### config.mk
export PLATFORM = sky130hd
export DESIGN_NAME = bjc_rem
export DESIGN_NICKNAME = d
export VERILOG_FILES = /design/src/hdl/bjc_pkg.sv /design/src/hdl/bjc_rem.sv
export SDC_FILE = /design/constraint.sdc
export NUM_CORES = 1
export LEC_CHECK = 0
export BUFFER_PORTS_ARGS = -buffer_cell sky130_fd_sc_hd__buf_2
export CAP_MARGIN = 20
export CORE_UTILIZATION = 54
export CTS_BUF_LIST = sky130_fd_sc_hd__clkbuf_4 sky130_fd_sc_hd__clkbuf_8 sky130_fd_sc_hd__clkbuf_16
export DETAILED_ROUTE_END_ITERATION = 6
export PLACE_DENSITY = 0.79
export REMOVE_ABC_BUFFERS = 1
export SKIP_CTS_REPAIR_TIMING = 1
export SLEW_MARGIN = 20
export SYNTH_ARGS = -nofsm -noshare
export SYNTH_HDL_FRONTEND = slang
export SYNTH_SLANG_ARGS = --single-unit
### constraint.sdc
create_clock -name clk_i -period 2.7 [get_ports clk_i]
set_clock_uncertainty 0.1 [all_clocks]
set_input_delay 0.135 -clock clk_i [delete_from_list [all_inputs] [get_ports clk_i]]
set_output_delay 0.135 -clock clk_i [all_outputs]
set_load 0.005 [all_outputs]
### src/hdl/bjc_pkg.sv
package bjc_pkg;

  // Fixed field widths.
  localparam int JUMP_W  = 11;
  localparam int COUNT_W = 11;
  localparam int CFG_W   = 11;

  // Saturation limit of a jump count and clamp of a stored jump.
  localparam logic [COUNT_W-1:0] COUNT_MAX = 11'd2047;
  localparam logic [JUMP_W-1:0]  MAX_JUMP  = 11'd1024;

  // Default table depth.
  localparam int DEF_MAX_POSITIONS = 1024;

  // Register reset values.
  localparam logic [CFG_W-1:0] N_POS_RESET     = 11'd1024;
  localparam logic [CFG_W-1:0] BLOCK_LEN_RESET = 11'd32;

  // Configuration register indexes.
  localparam logic CFG_N_POSITIONS = 1'b0;
  localparam logic CFG_BLOCK_LEN   = 1'b1;

  // Operation codes.
  typedef enum logic [1:0] {
    OP_QUERY   = 2'd0,
    OP_UPDATE  = 2'd1,
    OP_LOAD    = 2'd2,
    OP_REBUILD = 2'd3
  } opcode_e;

endpackage

### src/hdl/bjc_rem.sv
module bjc_rem
  import bjc_pkg::*;
#(
  parameter int AW = 10
) (
  input  logic              clk_i,
  input  logic              rst_ni,
  input  logic              start_i,
  input  logic [AW-1:0]     dividend_i,
  input  logic [CFG_W-1:0]  divisor_i,
  output logic              done_o,
  output logic [CFG_W-1:0]  rem_o
);

  localparam int CW = $clog2(AW + 1);

  logic [CW-1:0]    cnt_q, cnt_d;
  logic             busy_q, busy_d;
  logic             done_q, done_d;
  logic [AW-1:0]    dv_q, dv_d;
  logic [CFG_W-1:0] r_q, r_d;
  logic [CFG_W:0]   sh;

  // Restoring division, one dividend bit per cycle; only the remainder is kept.
  always_comb begin
    cnt_d  = cnt_q;
    busy_d = busy_q;
    done_d = 1'b0;
    dv_d   = dv_q;
    r_d    = r_q;
    sh     = {r_q, dv_q[AW-1]};
    if (start_i) begin
      busy_d = 1'b1;
      cnt_d  = CW'(AW);
      dv_d   = dividend_i;
      r_d    = '0;
    end else if (busy_q) begin
      dv_d = dv_q << 1;
      if (sh >= {1'b0, divisor_i}) begin
        r_d = CFG_W'(sh - {1'b0, divisor_i});
      end else begin
        r_d = sh[CFG_W-1:0];
      end
      cnt_d = cnt_q - 1'b1;
      if (cnt_q == CW'(1)) begin
        busy_d = 1'b0;
        done_d = 1'b1;
      end
    end
  end

  always_ff @(posedge clk_i or negedge rst_ni) begin
    if (!rst_ni) begin
      busy_q <= 1'b0;
      done_q <= 1'b0;
      cnt_q  <= '0;
    end else begin
      busy_q <= busy_d;
      done_q <= done_d;
      cnt_q  <= cnt_d;
    end
  end

  always_ff @(posedge clk_i) begin
    dv_q <= dv_d;
    r_q  <= r_d;
  end

  assign done_o = done_q;
  assign rem_o  = r_q;

endmodule

# [Word level (Yosys, flattened, before mapping)]
# Cells that the tools add are included.
# W data, S select, Z words.
[totals] wordCells=21 in_bits=24 reg_bits=27 out_inout_bits=12
[op_classes] add_sub_neg=2 magnitude_cmp=1 n_mux=11 n_reduce_logical=1 n_eq_ne=1
[op_table] cell="$mux W10" count=2
[op_table] cell="$ge A12 B11 Y1" count=1
[op_table] cell="$mux W11" count=1
[op_table] cell="$sub A11 B11 Y11" count=1
[op_table] cell="$mux W4" count=2
[op_table] cell="$mux W1" count=6
[op_table] cell="$eq A4 B1 Y1 const B" count=1
[op_table] cell="$sub A4 B1 Y4 const B" count=1
[op_table] cell="$reduce_bool A2 Y1" count=1

# [Longest topological paths before layout]
[logic_depth] word_depth=4 ltp_mapped=10 mapped_depth_nobuf=9

# [Worst setup path before layout]
# OpenSTA, ideal clock, no wires.
[synth_path] kind="reg-to-reg" startpoint="register dv_q[9]" endpoint="register r_q[1] (netlist: rem_o[1])" path_buffers=0 setup_time_ps=95 t_required_ps=2505 period_less_slack_ps=2307 arrival_ps=2112 stages_incl_launch_ff=10 slack_ps=393 cell_sequence="edfxtp_1 inv_1 ha_1 fa_1 nand2b_1 a21oi_2 o2111a_1 a211oi_4 or4b_1 o311ai_1"
[synth_via] elab_chain_cells=2 elab_cells_between_ends=3 cone_classes="1 x add/sub; 1 x order compare; 1 x mux"
[synth_rtl] element="from (decl)" line_no="bjc_rem.sv:20" source="logic [AW-1:0] dv_q, dv_d;"
[synth_rtl] element="from (signal assigned)" line_no="bjc_rem.sv:65" source="dv_q <= dv_d;"
[synth_rtl] element="$sub A11 B11 Y11 / $ge A12 B11 Y1 (equally long branches)" line_no="bjc_rem.sv:40, bjc_rem.sv:39"
[synth_rtl] element="$mux W11 *" line_no="bjc_rem.sv:39" source="if (sh >= {1'b0, divisor_i}) begin"
[synth_rtl] element="to (signal assigned)" line_no="bjc_rem.sv:66" source="r_q <= r_d;"
[synth_rtl] element="to (decl)" line_no="bjc_rem.sv:21" source="logic [CFG_W-1:0] r_q, r_d;"
# Every way passes the cells marked *; elsewhere a longest branch is shown, timed or not.
# A chain may end at the register's enable or synchronous reset.

# [Worst setup path in the final report]
[layout_path] startpoint="register dv_q[9]" endpoint="register r_q[0] (netlist: rem_o[0])"
# The elaborated chain is that of the path after synthesis.

==> run summary <==
Post-synthesis sequential area ratio: 38.3%
Post-synth EDFFs: 10
Unrepaired setup endpoints after global routing: false
Initial antenna violation count: 0
Largest net degree at the start of global routing: 28
Synthesis Warnings: 0
Final Hold Vio Count: 0
Initial Util: 57.3%
Slew margin rel.: 66.3%
Commonest cells post-synth: inv_1 (18), nor2_1 (17), ha_1 (13)
Final Util: 68.2%
Initial DRT Pass Iterations: 4
GRT overflow: 0
Reg2Reg Depth: 9
Max Cap Viol: 0
Synth area leaders: edfxtp_1 (17%), dfxtp_1 (13%), ha_1 (9.3%), dfrtp_1 (8.6%), mux2_2 (5.8%)
FF-to-FF setup slack: 0.15 ns
Req. time, crit path: 2.84 ns
Worst Setup End Kind: register
Hold Path Class: input pin to register
Reg clk slew, reported paths: 0.15 ns
I/O Buffers: 35
Core area: 0.00305 mm²
Hold path depth: 2
Vias per cell: 5.49
Hold path start: dividend_i[7]
H-tree Lvls: 1
Data arrival, critical path: 2.70 ns
Final period utilization: 94.6%
Routability Congestion: 0.871
CP Cell Sequence: inv_1 > ha_1 > fa_1 > nand2b_1 > a21oi_2 > o2111a_1 > a211oi_4 > mux2_1 > a211oi_1
CP max-delay cell: edfxtp_1
Main flop type after synthesis: dfxtp_1
Setup violations, final: 0
DRC Markers: 0
Final Max Slew Viols: 0
Design Area, Final: 0.00208 mm²
Total Routed Length: 3.75 mm
Top-count cell post-synth: inv_1
Hold Path Sink: dv_q[7]
Critical path launch point type: register
Initial DRC count: 31
F_max: 0.392 GHz
Share of the synthesized area in the top cell type: 17.2%
Fin Setup TNS: 0 ns
Die area: 0.00347 mm²
Total GRT Usage: 22.9%
Num rows: 20
Worst-Margin Slew: 0.505 ns
Status: finished, final reports clean
Skew-Pair Late Insertion Delay: 0.33 ns
Finished Layout Cells: 267
Sink Count: 27
# IOs: 36
Pleak: 0.00102 µW
First-pass GRT wire length: 6.01 mm
Layout area overhead: 18.9%
Cells after Synth: 181
Hpwl dp: 2.77 mm
Worst hold margin: 0.0152 ns
Power Density: 829 mW/mm²
Worst stage delay on the critical path: 0.38 ns
CTS Buf Count: 3
Post-synthesis area per instance: 9.67 µm²
VDD IR max: 0.588 mV
Nets: 262
Vias in the first global route: 1387
Tmin final: 2.55 ns
Crit-path max FO: 6
Delay-heaviest family, CP: compound AO/OA/AOI/OAI gates
Area leader, netlist: edfxtp_1
Synth Register Bits: 27
Chip Width: 58.9 µm
Vias: 1465
CTS Root Cell: clkbuf_4
Netlist cell types: 45
Mapped cell area: 0.00175 mm²
Clk buf depth: 2
Synth async-reset ratio: 22.2%
Dpl cells: 255
Routed Antenna Nets: 0
# diodes: 0
R2R Path End: rem_o[0]
DR WL/cell: 14.0 µm
CTS tree: built
Layout cells sized above 1: 23.8%
Die Y: 58.9 µm
FF-to-FF Start: dv_q[9]
CP Class: register to register
WP buf/inv: 1
Post-Place Cell Area: 0.00197 mm²
==> worst max-delay path by stage <==
stage | start | end | slack, ns | depth (start not counted)
2_1_floorplan | dv_q[9] | rem_o[0] | 0.21 | 9
3_3_place_gp | dv_q[9] | rem_o[10] | 0.27 | 10
3_5_place_dp | dv_q[9] | rem_o[0] | 0.17 | 9
4_1_cts | dv_q[9] | rem_o[0] | 0.14 | 9
5_1_grt | dv_q[9] | rem_o[0] | 0.02 | 9
6_report | dv_q[9] | rem_o[0] | 0.15 | 9
==> final cells by class <==
cell class,count,area [µm²]
Clock buffer,3,22.5
Clock inverter,1,5.00
Fill cell,253,971
Inverter,18,67.6
Multi-Input combinational cell,129,978
Sequential cell,27,671
Tap cell,44,55.1
Timing Repair Buffer,45,283
==> flip-flops by register name, indices dropped and copies added (netlist names) <==
signal / flops
rem_o: 11
dv_q: 10
cnt_q: 4
busy_q: 1
done_o: 1
==> kinds of logic after synthesis <==
group | after synthesis | share of synthesized area [%]
AOI/OAI and AO/OA | 38 | 16.2
xor gates and xnor gates | 9 | 4.50
adders and majority gates | 14 | 10.4
buffers and inverters | 25 | 5.79
DFF | 27 | 38.3
muxes | 15 | 9.29
and+or+nand+nor | 53 | 15.5
==> stage by stage <==
step	worst slack, ns	power (µW)
finish	0.147	1730
global route	0.0210	1850
CTS	0.137	1710
detailed placement	0.168	1530
global placement	0.270	1490
floorplan	0.209	1240
==> power breakdown <==
part / internal (µW) / switching (µW) / leakage, µW / total [µW]
combinational: 475 / 476 / 0.000735 / 951
sequential: 516 / 81.0 / 0.000266 / 597
clock: 55.6 / 123 / 0.0000177 / 178
total: 1050 / 680 / 0.00102 / 1730
==> routing by layer <==
metal	GRT usage [%]	vias up	share of wire, %
li1	-	736	-
met4	10.2	0	1.8
met5	0	-	0
met3	2.64	8	2.9
met1	30.5	688	47
met2	37.3	33	48
==> layout by cell type (no fill, tap or decap), types with 2 or more instances in the layout <==
cell type,count
a211o_1,2
a211oi_1,8
a21o_1,2
a21oi_1,6
and3_1,2
buf_2,35
clkbuf_4,3
dfrtp_1,6
dfxtp_1,11
dlygate4sd3_1,8
edfxtp_1,10
ha_1,13
inv_1,18
mux2_2,9
mux2i_1,5
nand2_1,9
nand2b_1,2
nand4_1,2
nor2_1,17
nor2b_1,2
nor3_1,6
nor3b_1,3
o2111a_1,2
o21a_1,2
o21ai_0,5
o21ai_1,2
or3_1,4
xnor2_1,7
xor2_1,2
No activity file was read; power rests on OpenSTA's default activity.
